### src/hdl/uart_baud_modulation_calculator_assert.svh
// assertion macros for the uart baud and modulation calculator
`ifndef UART_BAUD_MODULATION_CALCULATOR_ASSERT_SVH
`define UART_BAUD_MODULATION_CALCULATOR_ASSERT_SVH

// same-cycle implication checked on every clock edge out of reset
`define UBMC_ASSERT_IMPLY(label, clk, rst_n, ante, cons, msg) \
    label: assert property (@(posedge clk) disable iff (!rst_n) (ante) |-> (cons)) \
        else $error(msg);

// next-cycle implication checked on every clock edge out of reset
`define UBMC_ASSERT_NEXT(label, clk, rst_n, ante, cons, msg) \
    label: assert property (@(posedge clk) disable iff (!rst_n) (ante) |=> (cons)) \
        else $error(msg);

`endif

### src/hdl/ubmc_pkg.sv
// shared types and constants for the uart baud and modulation calculator
package ubmc_pkg;

    localparam int unsigned BAUD_W = 20;
    localparam int unsigned CODE_W = 8;
    localparam int unsigned DIV_W = 10;
    localparam int unsigned MASK_W = 8;
    localparam int unsigned REM_W = 23;
    localparam int unsigned B100_W = 24;
    localparam int unsigned TICK_W = 14;
    localparam int unsigned X_W = 34;
    localparam int unsigned Y_W = 24;
    localparam int unsigned RECIP_W = 25;
    localparam int unsigned P_W = 49;
    localparam int unsigned Q_W = 11;
    localparam int unsigned SUM_W = 4;

    localparam logic [REM_W-1:0] SLOW_CLOCK_HZ = 23'd32768;
    localparam logic [REM_W-1:0] FAST_CLOCK_HZ = 23'd8000000;
    localparam logic [BAUD_W-1:0] SLOW_MAX_BAUD = 20'd9600;
    localparam logic [BAUD_W-1:0] BAUD_MIN = 20'd300;
    localparam logic [BAUD_W-1:0] BAUD_MAX = 20'd115200;
    localparam logic [6:0] ERR_SCALE = 7'd100;

    // fast clock 8000000 = 2^9 * 15625; divide by 15625 as multiply by
    // ceil(2^38 / 15625), exact for any 24-bit operand
    localparam int unsigned FAST_SHIFT = 9;
    localparam int unsigned SLOW_SHIFT = 15;
    localparam int unsigned RECIP_SHIFT = 38;
    localparam logic [RECIP_W-1:0] RECIP_15625 = 25'd17592187;

    localparam logic [CODE_W-1:0] CH_N_LO = 8'h6e;
    localparam logic [CODE_W-1:0] CH_N_UP = 8'h4e;
    localparam logic [CODE_W-1:0] CH_P_LO = 8'h70;
    localparam logic [CODE_W-1:0] CH_P_UP = 8'h50;
    localparam logic [CODE_W-1:0] CH_O_LO = 8'h6f;
    localparam logic [CODE_W-1:0] CH_O_UP = 8'h4f;
    localparam logic [CODE_W-1:0] BITS_7 = 8'd7;
    localparam logic [CODE_W-1:0] BITS_8 = 8'd8;
    localparam logic [CODE_W-1:0] CH_7 = 8'h37;
    localparam logic [CODE_W-1:0] CH_8 = 8'h38;
    localparam logic [CODE_W-1:0] STOP_1 = 8'd1;
    localparam logic [CODE_W-1:0] STOP_2 = 8'd2;
    localparam logic [CODE_W-1:0] CH_1 = 8'h31;
    localparam logic [CODE_W-1:0] CH_2 = 8'h32;

    // classified request from the front end
    typedef struct packed {
        logic ok;
        logic slow;
        logic [BAUD_W-1:0] baud;
        logic pen;
        logic pev;
        logic eight;
        logic two;
    } req_t;

    // finished result
    typedef struct packed {
        logic ok;
        logic slow;
        logic [DIV_W-1:0] divider;
        logic [MASK_W-1:0] mask;
        logic pen;
        logic pev;
        logic eight;
        logic two;
    } res_t;

endpackage

### src/hdl/ubmc_queue.sv
// two-entry queue between front end and back end
module ubmc_queue (
    input  logic clk,
    input  logic rst_n,
    input  logic push,
    input  ubmc_pkg::req_t push_req,
    output logic full,
    output logic q_valid,
    output ubmc_pkg::req_t q_req,
    input  logic pop_ready
);

    ubmc_pkg::req_t entry_reg [2];
    logic wr_ptr_reg, wr_ptr_next;
    logic rd_ptr_reg, rd_ptr_next;
    logic [1:0] count_reg, count_next;
    logic pop;

    assign full = count_reg == 2'd2;
    assign q_valid = count_reg != 2'd0;
    assign q_req = entry_reg[rd_ptr_reg];
    assign pop = q_valid && pop_ready;

    // pointer and count update
    always_comb
    begin
        wr_ptr_next = push ? ~wr_ptr_reg : wr_ptr_reg;
        rd_ptr_next = pop ? ~rd_ptr_reg : rd_ptr_reg;
        count_next = count_reg + {1'b0, push} - {1'b0, pop};
    end

    always_ff @(posedge clk or negedge rst_n)
    begin
        if (!rst_n)
        begin
            wr_ptr_reg <= 1'b0;
            rd_ptr_reg <= 1'b0;
            count_reg <= 2'd0;
        end
        else
        begin
            wr_ptr_reg <= wr_ptr_next;
            rd_ptr_reg <= rd_ptr_next;
            count_reg <= count_next;
        end
    end

    // entry storage
    always_ff @(posedge clk)
    begin
        if (push)
        begin
            entry_reg[wr_ptr_reg] <= push_req;
        end
    end

endmodule

### config.mk
export PLATFORM = sky130hd
export DESIGN_NAME = ubmc_queue
export DESIGN_NICKNAME = d
export VERILOG_FILES = /design/src/hdl/uart_baud_modulation_calculator_assert.svh /design/src/hdl/ubmc_pkg.sv /design/src/hdl/ubmc_queue.sv
export SDC_FILE = /design/constraint.sdc
export NUM_CORES = 1
export LEC_CHECK = 0
export BUFFER_PORTS_ARGS = -buffer_cell sky130_fd_sc_hd__buf_2
export CAP_MARGIN = 20
export CORE_MARGIN = 4
export CORE_UTILIZATION = 50
export DETAILED_ROUTE_END_ITERATION = 6
export PLACE_DENSITY = 0.76
export SLEW_MARGIN = 10
export SYNTH_ARGS = -nofsm -noshare
export SYNTH_HDL_FRONTEND = slang
export SYNTH_SLANG_ARGS = --single-unit
### constraint.sdc
create_clock -name clk -period 3.75 [get_ports clk]
set_clock_uncertainty 0.2 [all_clocks]
set_input_delay 0 -clock clk [delete_from_list [all_inputs] [get_ports clk]]
set_output_delay 0 -clock clk [all_outputs]
set_load 0.02 [all_outputs]
* Word level (Yosys, flattened, before mapping)
Memories as Yosys holds them, arrays and structs flattened.
Cells that the tools add are included.
** Operators by class
- $add $sub $neg :: 2
- Equality and inequality tests :: 1
- Multiplexer cells :: 2
- Bitwise operators :: 2
- Reductions and logical operators :: 2
** Operator list (count)
- 2-bit by 1-bit adder with 2-bit output :: 1
- 2-bit equality test (second input constant) :: 1
- 1-bit 2-to-1 mux :: 2
- 1-bit inverter :: 2
- 2-bit nonzero test :: 1
- 2-bit by 1-bit subtractor with 2-bit output :: 1
- 1-bit logical AND :: 1
** Word-level totals
- Flip-flop bits (word level) :: 4
- Bits in writable memories :: 52
- Input bits :: 30
- Output and inout port bits :: 28
- Logic and storage cells :: 13
- Memories :: 1
** Memory list
- entry_reg :: depth 2, bits a word 26, rd ports 1, clocked after Yosys merged registers in 0, write ports 1, RTL line ubmc_queue.sv:13 : ubmc_pkg::req_t entry_reg [2];

* Depth between registers and ports, before layout
- Depth after elaboration :: 3
- Mapped depth :: 6
- Depth with buffers taken out :: 6

* Worst setup path before layout
OpenSTA, ideal clock, no wires.
- Kind :: flip-flop to flip-flop
- Start :: register wr_ptr_reg
- End :: memory entry_reg[0][0] (netlist bit), enable pin
- Data arrival time :: 1578 ps
- Path slack :: 1560 ps
- Cell stages (with the launch flop) :: 2
- Path buffers :: 0
- Cell sequence :: dfrtp_1 nor2b_1
** RTL lines
- start, declared :: RTL line ubmc_queue.sv:14 : logic wr_ptr_reg, wr_ptr_next;
- start signal, assigned :: RTL line ubmc_queue.sv:42 : wr_ptr_reg <= wr_ptr_next;
- end, declared :: RTL line ubmc_queue.sv:13
Straight into the memory's write port.

==> results_dict.tcl <==
set metrics [dict create \
    rsz0062_at_grt "false" \
    pwr-share-seq_pct 45.7 \
    multiInputGateArea_um2 459 \
    end_kind "output pin" \
    syn_nets 130 \
    first_pass_iters 2 \
    reg2regPathDepth 2 \
    fin_hold_ws_ns 0.222 \
    antenna_found_initial 0 \
    dieWidth_um 74.0 \
    crit_start "rd_ptr_reg" \
    ant_nets 0 \
    fmax_mhz 509 \
    outcome "completed" \
    crit_end "q_req[22]" \
    worstPathRequired_ns 3.55 \
    dieArea_um2 5470 \
    drive_above_1_share_pct 49.0 \
    ir_drop_mv 0.411 \
    r2r-end "entry_reg[0][23]" \
    grt_pass1_vias 1220 \
    ys_warn_count 0 \
    numPortBuffers 57 \
    setup_tns_ns 0 \
    cts_tree "done" \
    vias_per_cell 4.76 \
    cts.htree.levels 2 \
    intPower_mw 1.32 \
    finalSetupViolCount 0 \
    hold_class "primary input to flip-flop" \
    routedWlPerCell_um 14.7 \
    cellLeakagePower_nw 1.18 \
    grt_pass1_wl_um 5570 \
    die_h_um 74.0 \
    clkSinkCount 56 \
    numCtsBuffers 5 \
    drt-initial-drc-count 77 \
    clk_pin_slew_ns 0.08 \
    seqCellArea_um2 1660 \
    power_switching_mw 0.629 \
    start_kind "flip-flop" \
    switching_share_pct 32.2 \
    tightest_slew_ns 0.617 \
    drc 0 \
    overflow 0 \
    grt_start_max_net_pins 27 \
    hold_depth 2 \
    dpl_worst_slack_ns 1.82 \
    synth_seq_area_share_pct 76.3 \
    core_um2 4120 \
    max_cap_violations 0 \
    clock_tree.buffer_depth 2 \
    path_max_fanout 20 \
    crit_arrival_ns 1.77 \
    syn_area_per_cell_um2 22.2 \
    root_buffer "clkbuf_8" \
    cts_setup_buffers 0 \
    routed_wl_um 3560 \
    clkPwrFrac_pct 15.0 \
    hold_viol_final 0 \
    fin_crit_ns 1.97 \
    finalMaxSlewViolations 0 \
    min_period_over_period_pct 52.4 \
    nets 224 \
    rows 23 \
    synth-seq-cells 56 \
    largest_reg_flops 52 \
    power.density_nw_per_um2 674 \
    start_util_pct 52.9 \
    place_hpwl_um 2390 \
    ioPinCount 58 \
    place.gp.congestion 0.629 \
    syn2layout_area_growth_pct 33.0 \
    maxSlewHeadroom_pct 58.7 \
    netlist_instances 98 \
    fin_ws_ns 1.78 \
    setup.worst_path.class "flip-flop to output pin" \
    vias 1153 \
    diodes 0 \
    worstReg2RegStart "wr_ptr_reg" \
    post_synth_num_cell_types 14 \
    track_usage_pct 14.0 \
    syn_area_um2 2180 \
    power_frac_comb_pct 39.3 \
    ff2ff_setup_slack_ns 1.94 \
    nFillCells 281 \
    clock_latency_ns 0.29 \
]
==> power by group through the flow <==
stage,Clock (mW),Sequential [mW],Combinational [mW]
after floorplan,0,0.881,0.602
after global placement,0,0.898,0.722
after detailed placement,0,0.909,0.737
after CTS,0.307,0.896,0.761
after global routing,0.327,0.908,0.821
final,0.293,0.893,0.767
==> through the flow <==
step / cell area, um^2 / utilization [%] / total power, mW / std cells
finish: 2900 / 70.4 / 1.95 / 242
global route: 2900 / 70.4 / 2.06 / 242
CTS: 2870 / 69.7 / 1.96 / 241
detailed placement: 2490 / 60.5 / 1.65 / 204
global placement: 2490 / 60.5 / 1.62 / 204
floorplan: 2180 / - / 1.48 / 98
==> final cells by class <==
type | count | share of cell area (%)
Timing Repair Buffer | 90 | 21.7
Inverter | 2 | 0.259
Clock buffer | 6 | 2.51
Multi-Input combinational cell | 37 | 15.9
Sequential cell | 56 | 57.4
Tap cell | 50 | 2.16
Clock inverter | 1 | 0.173
==> per-layer routing <==
layer | GRT usage (%) | wire (um) | vias to the layer above
met3 | 4.86 | 276 | 4
li1 | - | - | 561
met2 | 24.0 | 1800 | 42
met1 | 16.4 | 1460 | 546
met5 | 0 | 0 | -
met4 | 4.83 | 24 | 0
==> logic make-up after synthesis <==
| kind of cell | share of synthesized area [%] |
|---|---|
| flops | 76.3 |
| mux | 16.7 |
| buf+inv | 2.70 |
| xor+xnor | 1.61 |
| simple gates | 1.15 |
| fa+ha+maj | 1.15 |
| compound gates | 0.345 |
==> cell usage in the layout, fill, tap and decap left out, types with 2 or more instances in the layout <==
cell           synthesis  routed
xor2_1                 2       2
edfxtp_1              52      52
xnor2_1                2       2
clkbuf_8               0       5
ha_1                   2       2
dlygate4sd3_1          0      30
dfrtp_1                4       4
inv_1                  2       2
buf_2                  0      57
mux2_2                 7       7
buf_4                  0       2
mux2_4                19      19
==> synthesized netlist by cell type <==
library cell  instances  share of area (%)
xor2_1                2               0.80
mux2_4               19                 13
and2_1                1               0.29
dfrtp_1               4                4.6
mux2_2                7                3.6
xnor2_1               2               0.80
nor2b_1               2               0.57
buf_6                 1               0.52
o21a_1                1               0.34
buf_12                2                1.8
edfxtp_1             52                 72
ha_1                  2                1.1
inv_1                 2               0.34
or2_2                 1               0.29
==> how the worst min path moves through the flow <==
stage / from / to / slack, ns
after floorplan: rst_n / count_reg[0] / -0.50
after global placement: rst_n / count_reg[0] / -0.40
after detailed placement: rst_n / count_reg[1] / -0.39
after CTS: push_req[19] / entry_reg[0][19] / 0.21
after global routing: push_req[21] / entry_reg[1][21] / 0.21
final: push_req[21] / entry_reg[1][21] / 0.22
==> worst max-delay path, stage by stage (launching register included) <==
cell and delay [ns]:
dfrtp_1 0.54, buf_4 0.42, mux2_4 0.35, buf_2 0.16
==> repair_timing <==
item                                   4_1_cts  5_1_grt
resized for setup                            0        0
endpoints found under the hold margin       59        0
hold buffers                                30        0
(Power assumes the default switching activity.)
