`src/hdl/uart_baud_modulation_calculator_assert.svh`:
```
// assertion macros for the uart baud and modulation calculator
`ifndef UART_BAUD_MODULATION_CALCULATOR_ASSERT_SVH
`define UART_BAUD_MODULATION_CALCULATOR_ASSERT_SVH

// same-cycle implication checked on every clock edge out of reset
`define UBMC_ASSERT_IMPLY(label, clk, rst_n, ante, cons, msg) \
    label: assert property (@(posedge clk) disable iff (!rst_n) (ante) |-> (cons)) \
        else $error(msg);

// next-cycle implication checked on every clock edge out of reset
`define UBMC_ASSERT_NEXT(label, clk, rst_n, ante, cons, msg) \
    label: assert property (@(posedge clk) disable iff (!rst_n) (ante) |=> (cons)) \
        else $error(msg);

`endif

```
`src/hdl/ubmc_pkg.sv`:
```
// shared types and constants for the uart baud and modulation calculator
package ubmc_pkg;

    localparam int unsigned BAUD_W = 20;
    localparam int unsigned CODE_W = 8;
    localparam int unsigned DIV_W = 10;
    localparam int unsigned MASK_W = 8;
    localparam int unsigned REM_W = 23;
    localparam int unsigned B100_W = 24;
    localparam int unsigned TICK_W = 14;
    localparam int unsigned X_W = 34;
    localparam int unsigned Y_W = 24;
    localparam int unsigned RECIP_W = 25;
    localparam int unsigned P_W = 49;
    localparam int unsigned Q_W = 11;
    localparam int unsigned SUM_W = 4;

    localparam logic [REM_W-1:0] SLOW_CLOCK_HZ = 23'd32768;
    localparam logic [REM_W-1:0] FAST_CLOCK_HZ = 23'd8000000;
    localparam logic [BAUD_W-1:0] SLOW_MAX_BAUD = 20'd9600;
    localparam logic [BAUD_W-1:0] BAUD_MIN = 20'd300;
    localparam logic [BAUD_W-1:0] BAUD_MAX = 20'd115200;
    localparam logic [6:0] ERR_SCALE = 7'd100;

    // fast clock 8000000 = 2^9 * 15625; divide by 15625 as multiply by
    // ceil(2^38 / 15625), exact for any 24-bit operand
    localparam int unsigned FAST_SHIFT = 9;
    localparam int unsigned SLOW_SHIFT = 15;
    localparam int unsigned RECIP_SHIFT = 38;
    localparam logic [RECIP_W-1:0] RECIP_15625 = 25'd17592187;

    localparam logic [CODE_W-1:0] CH_N_LO = 8'h6e;
    localparam logic [CODE_W-1:0] CH_N_UP = 8'h4e;
    localparam logic [CODE_W-1:0] CH_P_LO = 8'h70;
    localparam logic [CODE_W-1:0] CH_P_UP = 8'h50;
    localparam logic [CODE_W-1:0] CH_O_LO = 8'h6f;
    localparam logic [CODE_W-1:0] CH_O_UP = 8'h4f;
    localparam logic [CODE_W-1:0] BITS_7 = 8'd7;
    localparam logic [CODE_W-1:0] BITS_8 = 8'd8;
    localparam logic [CODE_W-1:0] CH_7 = 8'h37;
    localparam logic [CODE_W-1:0] CH_8 = 8'h38;
    localparam logic [CODE_W-1:0] STOP_1 = 8'd1;
    localparam logic [CODE_W-1:0] STOP_2 = 8'd2;
    localparam logic [CODE_W-1:0] CH_1 = 8'h31;
    localparam logic [CODE_W-1:0] CH_2 = 8'h32;

    // classified request from the front end
    typedef struct packed {
        logic ok;
        logic slow;
        logic [BAUD_W-1:0] baud;
        logic pen;
        logic pev;
        logic eight;
        logic two;
    } req_t;

    // finished result
    typedef struct packed {
        logic ok;
        logic slow;
        logic [DIV_W-1:0] divider;
        logic [MASK_W-1:0] mask;
        logic pen;
        logic pev;
        logic eight;
        logic two;
    } res_t;

endpackage

```
`src/hdl/ubmc_front.sv`:
```
// front end: accepts requests, checks the codes and the rate range
module ubmc_front (
    input  logic clk,
    input  logic rst_n,
    input  logic in_valid,
    output logic in_stall,
    input  logic [ubmc_pkg::BAUD_W-1:0] baud_rate,
    input  logic [ubmc_pkg::CODE_W-1:0] parity_code,
    input  logic [ubmc_pkg::CODE_W-1:0] data_bits_code,
    input  logic [ubmc_pkg::CODE_W-1:0] stop_bits_code,
    output logic push,
    output ubmc_pkg::req_t push_req,
    input  logic q_full
);

    logic front_vld_reg, front_vld_next;
    ubmc_pkg::req_t front_req_reg;
    ubmc_pkg::req_t cls;
    logic accept;
    logic par_n, par_p, par_o, dat_7, dat_8, stp_1, stp_2, rate_ok;

    assign in_stall = front_vld_reg && q_full;
    assign accept = in_valid && !in_stall;
    assign push = front_vld_reg && !q_full;
    assign push_req = front_req_reg;

    // decode the frame codes
    always_comb
    begin
        par_n = (parity_code == ubmc_pkg::CH_N_LO) || (parity_code == ubmc_pkg::CH_N_UP);
        par_p = (parity_code == ubmc_pkg::CH_P_LO) || (parity_code == ubmc_pkg::CH_P_UP);
        par_o = (parity_code == ubmc_pkg::CH_O_LO) || (parity_code == ubmc_pkg::CH_O_UP);
        dat_7 = (data_bits_code == ubmc_pkg::BITS_7) || (data_bits_code == ubmc_pkg::CH_7);
        dat_8 = (data_bits_code == ubmc_pkg::BITS_8) || (data_bits_code == ubmc_pkg::CH_8);
        stp_1 = (stop_bits_code == ubmc_pkg::STOP_1) || (stop_bits_code == ubmc_pkg::CH_1);
        stp_2 = (stop_bits_code == ubmc_pkg::STOP_2) || (stop_bits_code == ubmc_pkg::CH_2);
        rate_ok = (baud_rate >= ubmc_pkg::BAUD_MIN) && (baud_rate <= ubmc_pkg::BAUD_MAX);
        cls.ok = rate_ok && (par_n || par_p || par_o) && (dat_7 || dat_8)
            && (stp_1 || stp_2);
        cls.slow = baud_rate <= ubmc_pkg::SLOW_MAX_BAUD;
        cls.baud = baud_rate;
        cls.pen = cls.ok && (par_p || par_o);
        cls.pev = cls.ok && par_p;
        cls.eight = cls.ok && dat_8;
        cls.two = cls.ok && stp_2;
    end

    // holding register occupancy
    always_comb
    begin
        if (accept)
        begin
            front_vld_next = 1'b1;
        end
        else if (push)
        begin
            front_vld_next = 1'b0;
        end
        else
        begin
            front_vld_next = front_vld_reg;
        end
    end

    always_ff @(posedge clk or negedge rst_n)
    begin
        if (!rst_n)
        begin
            front_vld_reg <= 1'b0;
        end
        else
        begin
            front_vld_reg <= front_vld_next;
        end
    end

    // classified payload
    always_ff @(posedge clk)
    begin
        if (accept)
        begin
            front_req_reg <= cls;
        end
    end

endmodule

```
`config.mk`:
```
export PLATFORM = sky130hd
export DESIGN_NAME = ubmc_front
export DESIGN_NICKNAME = d
export VERILOG_FILES = /design/src/hdl/uart_baud_modulation_calculator_assert.svh /design/src/hdl/ubmc_pkg.sv /design/src/hdl/ubmc_front.sv
export SDC_FILE = /design/constraint.sdc
export NUM_CORES = 1
export LEC_CHECK = 0
export ABC_AREA = 1
export BUFFER_PORTS_ARGS = -buffer_cell sky130_fd_sc_hd__clkbuf_2
export CORE_UTILIZATION = 37
export CTS_CLUSTER_SIZE = 28
export DETAILED_ROUTE_END_ITERATION = 8
export GPL_TIMING_DRIVEN = 0
export PLACE_DENSITY = 0.77
export RECOVER_POWER = 50
export SKIP_LAST_GASP = 1
export SYNTH_ARGS = -nofsm -noshare
export SYNTH_HDL_FRONTEND = slang
export SYNTH_SLANG_ARGS = --single-unit
```
`constraint.sdc`:
```
create_clock -name clk -period 4.1 [get_ports clk]
set_input_delay 0 -clock clk [delete_from_list [all_inputs] [get_ports clk]]
set_output_delay 0 -clock clk [all_outputs]
set_load 0.03 [all_outputs]
```
[After elaboration in Yosys (flattened, before gate mapping)]
Index checks and enable logic that the tools add are counted.
W data, S select, Z words.
Operators by class
  order comparisons: 3
  shift-type cells: 0
  reduce and logical (&&, ||, !) cells: 26
  bitwise logic cells: 0
  divide/modulo/power cells: 0
  $mul: 0
  add/subtract/negate cells: 0
  mux-type cells: 2
  equality and inequality tests: 14
Operators by type and width (number)
  $eq A8 B7 Y1 const B: 6
  $eq A8 B6 Y1 const B: 4
  $ge A20 B9 Y1 const B: 1
  $le A20 B14 Y1 const B: 1
  $le A20 B17 Y1 const B: 1
  $logic_or A1 B1 Y1: 12
  $logic_and A1 B1 Y1: 11
  $eq A8 B1 Y1 const B: 1
  $eq A8 B2 Y1 const B: 1
  $eq A8 B3 Y1 const B: 1
  $eq A8 B4 Y1 const B: 1
  $logic_not A1 Y1: 2
  $mux W1: 2
  $reduce_bool A2 Y1: 1
Word-level totals
  memories kept: 0
  register bits after elaboration: 27
  bits in latches: 0
  output and inout bits: 28
  ROM bits: 0
  word-level logic and storage cells: 53
  bits in writable memories: 0

[Longest topological paths before layout]
Gate-level depths: netlist (run 1).
  word-level depth: 8
  depth in mapped cells: 8

[Least setup slack after synthesis (run 1)]
No wires, ideal clock.
  path kind: reg2reg
  start: register front_vld_reg
  end: register front_req_reg (netlist bit push_req[0]), enable pin
  path slack: 1.966 ns
  required time: 3.691 ns
  cell stages (with the launch flop): 4
  setup time: 0.409 ns
  data arrival time: 1.726 ns
  cells stage by stage: dfrtp_1 nand2_1 inv_1 nor2_1
Between the ends
  longest elaborated chain between the ends: 3
Ends and longest elaborated chain
  start, declared: line ubmc_front.sv:16  | logic front_vld_reg, front_vld_next;
  start signal, assigned: line ubmc_front.sv:73  | front_vld_reg <= front_vld_next;
  $logic_and A1 B1 Y1: line ubmc_front.sv:22  | assign in_stall = front_vld_reg && q_full;
  via in_stall: line ubmc_front.sv:6  | output logic in_stall,
  $logic_not A1 Y1: line ubmc_front.sv:23  | assign accept = in_valid && !in_stall;
  $logic_and A1 B1 Y1: line ubmc_front.sv:23
  via accept: line ubmc_front.sv:19  | logic accept;
  end signal, assigned: line ubmc_front.sv:82  | front_req_reg <= cls;
  end, declared: line ubmc_front.sv:17  | ubmc_pkg::req_t front_req_reg;
The timed path passes the listed nets, and every way through them passes these cells.
A chain may end at the register's enable or synchronous reset.

[Worst setup path in the final report (run 1)]
  start: register front_vld_reg
  end: register front_req_reg (netlist bit push_req[16]), enable pin
Between the ends
  longest elaborated chain between the ends: 3
Ends and longest elaborated chain (line)
  $logic_and A1 B1 Y1: ubmc_front.sv:22
  $logic_not A1 Y1: ubmc_front.sv:23
  $logic_and A1 B1 Y1: ubmc_front.sv:23
  via accept: ubmc_front.sv:19
The timed path passes the listed nets, and every way through them passes these cells.

==> impl_metrics.sql, run 1 <==
INSERT INTO impl_metrics (metric_group, metric, value, unit) VALUES
('logic_synthesis', 'synthesis.area', '0.00140', 'mm^2'),
('timing', 'slew_headroom', '0.594', ''),
('final_layout', 'layout-drive-gt1-share', '0.236', ''),
('timing', 'tightestPinTransition', '0.609', 'ns'),
('power', 'clock_power_share', '0.244', ''),
('floorplanning', 'die_w', '63.4', 'um'),
('timing', 'grt_setup_unrepaired', 'no', ''),
('cts', 'cts_setup_buffers', '0', ''),
('setup_path', 'critical_path_start_type', 'flop', ''),
('logic_synthesis', 'netlist.top_cell.by_area', 'sky130_fd_sc_hd__edfxtp_1', ''),
('setup_path', 'critical_path.endpoint', 'push_req[16]', ''),
('cts', 'tritoncts_buffer_count', '3', ''),
('power', 'cell_internal_pwr', '0.434', 'mW'),
('global_route', 'global_route.usage.met2', '0.291', ''),
('cts', 'root_buffer', 'sky130_fd_sc_hd__clkbuf_8', ''),
('logic_synthesis', 'ys_top_cells_by_area', 'sky130_fd_sc_hd__edfxtp_1, sky130_fd_sc_hd__nand2_1, sky130_fd_sc_hd__nor2_1', ''),
('logic_synthesis', 'synth_top_flop_cell', 'sky130_fd_sc_hd__edfxtp_1', ''),
('logic_synthesis', 'syn-num-nets', '197', ''),
('floorplanning', 'fp.dieArea', '0.00402', 'mm^2'),
('power', 'p_leak', '0.866', 'nW'),
('global_route', 'grt.met3_usage', '0.0199', ''),
('global_route', 'global_route.usage.met1', '0.171', ''),
('placement', 'place.detailed.hpwl', '2200', 'um'),
('run_status', 'result_of_the_run', 'finished, final reports clean', ''),
('drt', 'drc_violation_count_after_routing', '0', ''),
('global_route', 'number_of_antenna_violations_at_the_first_check_in_global_routing', '0', ''),
('power', 'worst_ir_drop_vdd', '0.134', 'mV'),
('run', 'cap_viol_max_count', '0', ''),
('timing', 'finalMaxSlewViolations', '0', ''),
('cts', 'path_clk_slew', '0.08', 'ns'),
('timing', 'fmaxAchievable', '656', 'MHz'),
('drt', 'detailedRoute.firstPassIterationCount', '4', ''),
('floorplanning', 'die-height', '63.4', 'um'),
('setup_path', 'r2r_start', 'front_vld_reg', ''),
('floorplanning', 'io_pins', '76', ''),
('logic_synthesis', 'yosysUniqueCellTypes', '23', ''),
('setup_path', 'critical_path_cell_with_the_highest_stage_delay', 'sky130_fd_sc_hd__nor2_2', ''),
('global_route', 'pin_count_of_the_biggest_net_entering_global_routing', '16', ''),
('setup_path', 'crit_required', '4.08', 'ns'),
('setup_path', 'setup.worst_path.start', 'front_vld_reg', ''),
('logic_synthesis', 'seq_area_frac_synth', '0.578', ''),
('logic_synthesis', 'netlist_top_cells_count', 'sky130_fd_sc_hd__nand2_1, sky130_fd_sc_hd__edfxtp_1, sky130_fd_sc_hd__nor2_1', ''),
('power', 'sw_frac_of_total', '0.262', ''),
('power', 'power', '0.588', 'mW'),
('final_layout', 'postLayoutCoreUtil', '0.593', ''),
('global_route', 'total_track_usage', '0.161', ''),
('power', 'power.density', '286', 'mW/mm^2'),
('cts', 'cts.sink_count', '27', ''),
('cts', 'h_tree_level_count', '1', ''),
('final_layout', 'final_nets', '299', ''),
('logic_synthesis', 'postSynth.asyncResetShare', '0.0370', ''),
('drt', 'dr_total_vias', '1342', ''),
('logic_synthesis', 'synthMostInstantiatedCell', 'sky130_fd_sc_hd__nand2_1', ''),
('floorplanning', 'initial_core_util', '0.402', ''),
('timing', 'setup_total_negative_slack', '0', 'ns'),
('cts', 'clk-insertion-delay-late', '0.26', 'ns'),
('setup_path', 'reg2reg_setup_slack', '2.57', 'ns'),
('timing', 'final_period_minus_worst_setup_slack', '1.53', 'ns'),
('drt', 'vias_per_cell', '4.53', ''),
('timing', 'final-setup-viol-count', '0', ''),
('logic_synthesis', 'synth_edf_count', '26', ''),
('setup_path', 'worstRegToRegCells', '4', ''),
('logic_synthesis', 'synth_seq_cells', '27', ''),
('worst_hold_path', 'hold_class', 'input pin to asynchronous set/reset pin', ''),
('global_route', 'grt.busiest_layer', 'met2', ''),
('setup_path', 'r2r-end', 'push_req[16]', ''),
('setup_path', 'critical_path_peak_fanout', '15', ''),
('global_route', 'grt.overflow.total', '0', ''),
('timing', 'clock_skew', '0.000409', 'ns'),
('cts', 'cts_tree', 'done', ''),
('final_layout', 'number_of_flip_flops_in_the_largest_register', '26', '');
[power by group through the flow]
stage	registers, mW	logic (mW)	clock network [mW]
after CTS	0.322	0.127	0.148
after floorplan	0.356	0.0327	0
after global routing	0.323	0.134	0.161
after global placement	0.329	0.106	0
after detailed placement	0.328	0.110	0
final	0.322	0.122	0.144
[logic make-up (layout without fill, tap and decap cells)]
logic type	count (synthesis)	count (layout)	synth area share
AND/OR/NAND/NOR	92	92	0.329
flip-flops	27	27	0.578
buffers and inverters	25	126	0.0673
AO/OA/AOI/OAI	5	5	0.0260
[per-layer routing]
metal  vias up  routed length [um]  share of wire
met5         -                   0              0
met4         0                 118          0.039
met3        11                 181          0.060
li1        687                   -              -
met1       579                1230           0.41
met2        65                1490           0.49
[how the worst min path moves through the flow]
stage | start | end | slack [ns] | depth (start not counted)
2_1_floorplan | rst_n | front_vld_reg | -0.30 | 0
3_3_place_gp | rst_n | front_vld_reg | -0.22 | 1
3_5_place_dp | rst_n | front_vld_reg | -0.22 | 1
4_1_cts | baud_rate[16] | push_req[20] | 0.005 | 1
5_1_grt | rst_n | front_vld_reg | 0.05 | 2
6_report | rst_n | front_vld_reg | 0.04 | 2
[cells in the final DEF (no fill, tap or decap)]
master	n
sky130_fd_sc_hd__nor3_1	2
sky130_fd_sc_hd__nor2_2	4
sky130_fd_sc_hd__buf_8	1
sky130_fd_sc_hd__inv_2	3
sky130_fd_sc_hd__nand4_1	2
sky130_fd_sc_hd__clkbuf_2	36
sky130_fd_sc_hd__and2_1	1
sky130_fd_sc_hd__inv_1	22
sky130_fd_sc_hd__nor2_1	25
sky130_fd_sc_hd__o21ai_0	1
sky130_fd_sc_hd__a21oi_2	2
sky130_fd_sc_hd__clkbuf_1	39
sky130_fd_sc_hd__a21oi_1	1
sky130_fd_sc_hd__dlygate4sd3_1	22
sky130_fd_sc_hd__nand3_2	2
sky130_fd_sc_hd__nor4_1	1
sky130_fd_sc_hd__dfrtp_1	1
sky130_fd_sc_hd__edfxtp_1	26
sky130_fd_sc_hd__clkbuf_8	3
sky130_fd_sc_hd__nand3_1	13
sky130_fd_sc_hd__nand2_2	1
sky130_fd_sc_hd__nor3b_2	1
sky130_fd_sc_hd__nand2_1	31
sky130_fd_sc_hd__nor3_2	4
sky130_fd_sc_hd__o2111ai_1	1
sky130_fd_sc_hd__nand2_4	1
sky130_fd_sc_hd__or2_1	3
sky130_fd_sc_hd__nand3_4	1
[repair_timing]
item	4_1_cts	5_1_grt
gates resized for setup	0	0
hold endpoints to repair	21	0
hold buffers	22	0
[through the flow]
stage	area (um^2)	setup slack (ns)	cells	hold slack [ns]
after floorplan	1400	1.97	149	-0.296
after global placement	1820	1.72	269	-0.223
after detailed placement	1840	2.56	270	-0.224
after CTS	2110	2.53	296	0.00464
after global routing	2060	2.45	296	0.0476
final	2060	2.57	296	0.0393
[area by class of cell]
cell class | instances | area (um^2) | area share
Tap cell | 46 | 57.6 | 0.0280
Inverter | 25 | 93.8 | 0.0456
Clock buffer | 4 | 45.0 | 0.0219
Sequential cell | 27 | 806 | 0.391
Timing Repair Buffer | 97 | 558 | 0.271
Multi-Input combinational cell | 97 | 498 | 0.242
[critical path, delay by kind of cell (launching register included)]
kind	cells	cell delay (ns)
buf+inv	2	0.30
flops	1	0.38
simple gates	2	0.55
Power figures use the tool's default switching activity.
==> inputs of run 2 (changes only) <==
--- a/config.mk
+++ b/config.mk
@@ -11,7 +11,7 @@
 export CTS_CLUSTER_SIZE = 28
 export DETAILED_ROUTE_END_ITERATION = 8
 export GPL_TIMING_DRIVEN = 0
-export PLACE_DENSITY = 0.77
+export PLACE_DENSITY = 0.8
 export RECOVER_POWER = 50
 export SKIP_LAST_GASP = 1
 export SYNTH_ARGS = -nofsm -noshare
==> constraint.sdc (replaced) <==
create_clock -name clk -period 1.3 [get_ports clk]
set_input_delay 0 -clock clk [delete_from_list [all_inputs] [get_ports clk]]
set_output_delay 0 -clock clk [all_outputs]
set_load 0.03 [all_outputs]
==> run 2 against run 1 <==
  * Power grew to 3.2 times the previous value
  * Setup slack worse by 2.5 ns
  * Clock skew is 0.0019 ns higher
  * Global-route usage is 1.7 points higher
  * Final cell count is 3.7% lower
  * Sequential cell count stayed put
  * Clock power grew to 3.2 times the previous value
  * Routed wire length is 11% higher
  * First-iteration DRC count is 26% lower
  * Via count is 0.67% higher
  * Sequential share of layout area is 0.61 points lower
  * Critical endpoint is now push_req[2]
==> impl_metrics.sql, run 2 (same netlist as run 1, synthesis figures left out) <==
INSERT INTO impl_metrics (metric_group, metric, value, unit) VALUES
('setup_path', 'worstRegToRegCells', '3', ''),
('setup_path', 'critical_path_start_type', 'input pin', ''),
('run_status', 'result_of_the_run', 'finished, final reports clean', ''),
('drt', 'dr_total_vias', '1351', ''),
('run', 'cap_viol_max_count', '0', ''),
('global_route', 'grt.overflow.total', '0', ''),
('final_layout', 'most_common_library_cell_in_the_layout_ignoring_fill_and_taps', 'sky130_fd_sc_hd__clkbuf_2', ''),
('cts', 'root_buffer', 'sky130_fd_sc_hd__clkbuf_8', ''),
('drt', 'vias_per_cell', '4.74', ''),
('timing', 'slew_headroom', '0.751', ''),
('setup_path', 'timing.critical_path.to_type', 'flop', ''),
('timing', 'final_period_minus_worst_setup_slack', '1.24', 'ns'),
('floorplanning', 'die_w', '63.4', 'um'),
('final_layout', 'final_nets', '288', ''),
('worst_hold_path', 'hold_class', 'input pin to asynchronous set/reset pin', ''),
('setup_path', 'worst_path_dominant_cell_family', 'buffers and inverters', ''),
('drt', 'initialDrtViolationCount', '62', ''),
('cts', 'path_clk_slew', '0.09', 'ns'),
('floorplanning', 'io_pins', '76', ''),
('placement', 'placed_cells', '269', ''),
('timing', 'fmaxAchievable', '807', 'MHz'),
('setup_path', 'critical_path.max_stage_delay', '0.54', 'ns'),
('cts', 'max-clock-path-buffers', '2', ''),
('setup_path', 'crit_chain', 'dlygate4sd3_1 > buf_2 > nand2_1 > nor2_1 > nand3_1 > nand2_1 > nand2_2 > nand2_4 > nor3_2', ''),
('floorplanning', 'number_of_placement_rows', '21', ''),
('floorplanning', 'coreArea', '0.00347', 'mm^2'),
('global_route', 'global_route_wire_length_before_repair', '5540', 'um'),
('setup_path', 'worst_path_arrival_time', '1.27', 'ns'),
('power', 'worst_ir_drop_vdd', '0.365', 'mV'),
('floorplanning', 'die-height', '63.4', 'um'),
('setup_path', 'buffering_stage_count_on_the_worst_path_with_inverters_included', '2', ''),
('cts', 'cts_tree', 'done', ''),
('global_route', 'pin_count_of_the_biggest_net_entering_global_routing', '16', ''),
('final_layout', 'number_of_flip_flops_in_the_largest_register', '26', ''),
('cts', 'tritoncts_buffer_count', '3', ''),
('cts', 'h_tree_level_count', '1', ''),
('drt', 'detailedRoute.firstPassIterationCount', '4', ''),
('timing', 'final-setup-viol-count', '0', ''),
('power', 'p_leak', '0.929', 'nW'),
('timing', 'fin_crit_sh', '0.953', ''),
('setup_path', 'r2r_start', 'front_vld_reg', ''),
('final_layout', 'layout-drive-gt1-share', '0.389', ''),
('setup_path', 'critical_path_cell_with_the_highest_stage_delay', 'sky130_fd_sc_hd__dlygate4sd3_1', ''),
('drt', 'number_of_antenna_violating_nets_in_the_routed_design', '0', ''),
('timing', 'clock_skew', '0.00229', 'ns'),
('global_route', 'grt_pass1_vias', '1374', ''),
('cts', 'cts.sink_count', '27', ''),
('global_route', 'total_track_usage', '0.177', ''),
('placement', 'place.detailed.hpwl', '2210', 'um'),
('timing', 'finalMaxSlewViolations', '0', ''),
('drt', 'drc_violation_count_after_routing', '0', ''),
('setup_path', 'reg2reg_setup_slack', '0.13', 'ns'),
('global_route', 'number_of_antenna_violations_at_the_first_check_in_global_routing', '0', ''),
('final_layout', 'layoutNonFillerInstCount', '285', ''),
('placement', 'port-buffer-count', '74', ''),
('timing', 'tightestPinTransition', '0.373', 'ns'),
('cts', 'clk-insertion-delay-late', '0.27', 'ns'),
('drt', 'finalWirelength', '3350', 'um'),
('setup_path', 'critical_path_peak_fanout', '6', ''),
('floorplanning', 'initial_core_util', '0.402', ''),
('setup_path', 'crit_type', 'input pin to flop', ''),
('floorplanning', 'fp.dieArea', '0.00402', 'mm^2'),
('final_layout', 'filler_cell_count', '314', ''),
('drt', 'avgRoutedWirePerCell', '11.8', 'um'),
('power', 'power', '1.89', 'mW'),
('timing', 'report.final.hold_viol_count', '0', ''),
('final_layout', 'layout.cells.most_common_list', 'sky130_fd_sc_hd__clkbuf_2, sky130_fd_sc_hd__nand2_1, sky130_fd_sc_hd__edfxtp_1', ''),
('final_layout', 'n_antenna_cell', '0', ''),
('setup_path', 'r2r-end', 'push_req[5]', ''),
('placement', 'place_congestion', '0.850', ''),
('final_layout', 'synthToLayoutAreaGrowth', '49.9', '%'),
('setup_path', 'worst_path_most_repeated_cell', 'sky130_fd_sc_hd__nand2_1', ''),
('setup_path', 'crit_required', '1.33', 'ns'),
('power', 'power.density', '904', 'mW/mm^2');
-- run 2: layout make-up --
| cell class | instances | area (um^2) | area share |
|---|---|---|---|
| clock buffer | 3 | 41.3 | 0.0197 |
| timing repair buffer | 85 | 533 | 0.255 |
| sequential | 27 | 806 | 0.385 |
| clock inverter | 1 | 5.00 | 0.00239 |
| tap | 46 | 57.6 | 0.0275 |
| multi-input combinational | 98 | 552 | 0.264 |
| inverter | 25 | 96.3 | 0.0461 |
-- run 2: per-stage QoR --
stage               setup slack, ns   util  TNS (ns)  hold slack [ns]  instance area [um^2]
floorplan                   -0.0398      -     -1.03           -0.296                  1410
global placement             -0.116  0.529     -2.99           -0.224                  1840
detailed placement           -0.144  0.529     -3.71           -0.222                  1840
CTS                          0.0460  0.609         0           0.0252                  2110
global route                -0.0197  0.603   -0.0260           0.0214                  2090
finish                       0.0614  0.603         0           0.0245                  2090
-- run 2: repair_timing --
action | in CTS | in global routing
setup buffers | 0 | 0
setup endpoints to repair | 26 | 6
hold buffers | 22 | 0
endpoints found under the hold margin | 22 | 0
pin swaps | 1 | 10
resized for setup | 1 | 21
gates cloned | 1 | 0
-- run 2: worst reg2reg max path, stage by stage (launching register included) --
cell and delay, ns:
sky130_fd_sc_hd__dfrtp_1 0.39, sky130_fd_sc_hd__nand2_2 0.09, sky130_fd_sc_hd__inv_4 0.05, sky130_fd_sc_hd__nor2_4 0.30
-- run 2: metal layers --
| metal | vias to the layer above | share of wire | GRT usage |
|---|---|---|---|
| met5 | - | 0 | 0 |
| met4 | 0 | 0.036 | 0.0852 |
| met3 | 11 | 0.056 | 0.0199 |
| met2 | 66 | 0.52 | 0.335 |
| met1 | 605 | 0.39 | 0.193 |
| li1 | 669 | - | - |
-- run 2: power by group --
part	internal, mW	switching [mW]
registers	1.00	0.0131
logic	0.151	0.255
clock network	0.215	0.253
-- run 2: worst max-delay path by stage --
| stage | slack [ns] | startpoint | to | cells past startpoint |
|---|---|---|---|---|
| after floorplan | -0.04 | front_vld_reg | push_req[0] | 3 |
| after global placement | -0.12 | front_vld_reg | push_req[16] | 3 |
| after detailed placement | -0.14 | front_vld_reg | push_req[17] | 3 |
| after CTS | 0.05 | baud_rate[0] | push_req[3] | 8 |
| after global routing | -0.02 | baud_rate[2] | push_req[2] | 9 |
| final | 0.06 | baud_rate[16] | push_req[2] | 9 |
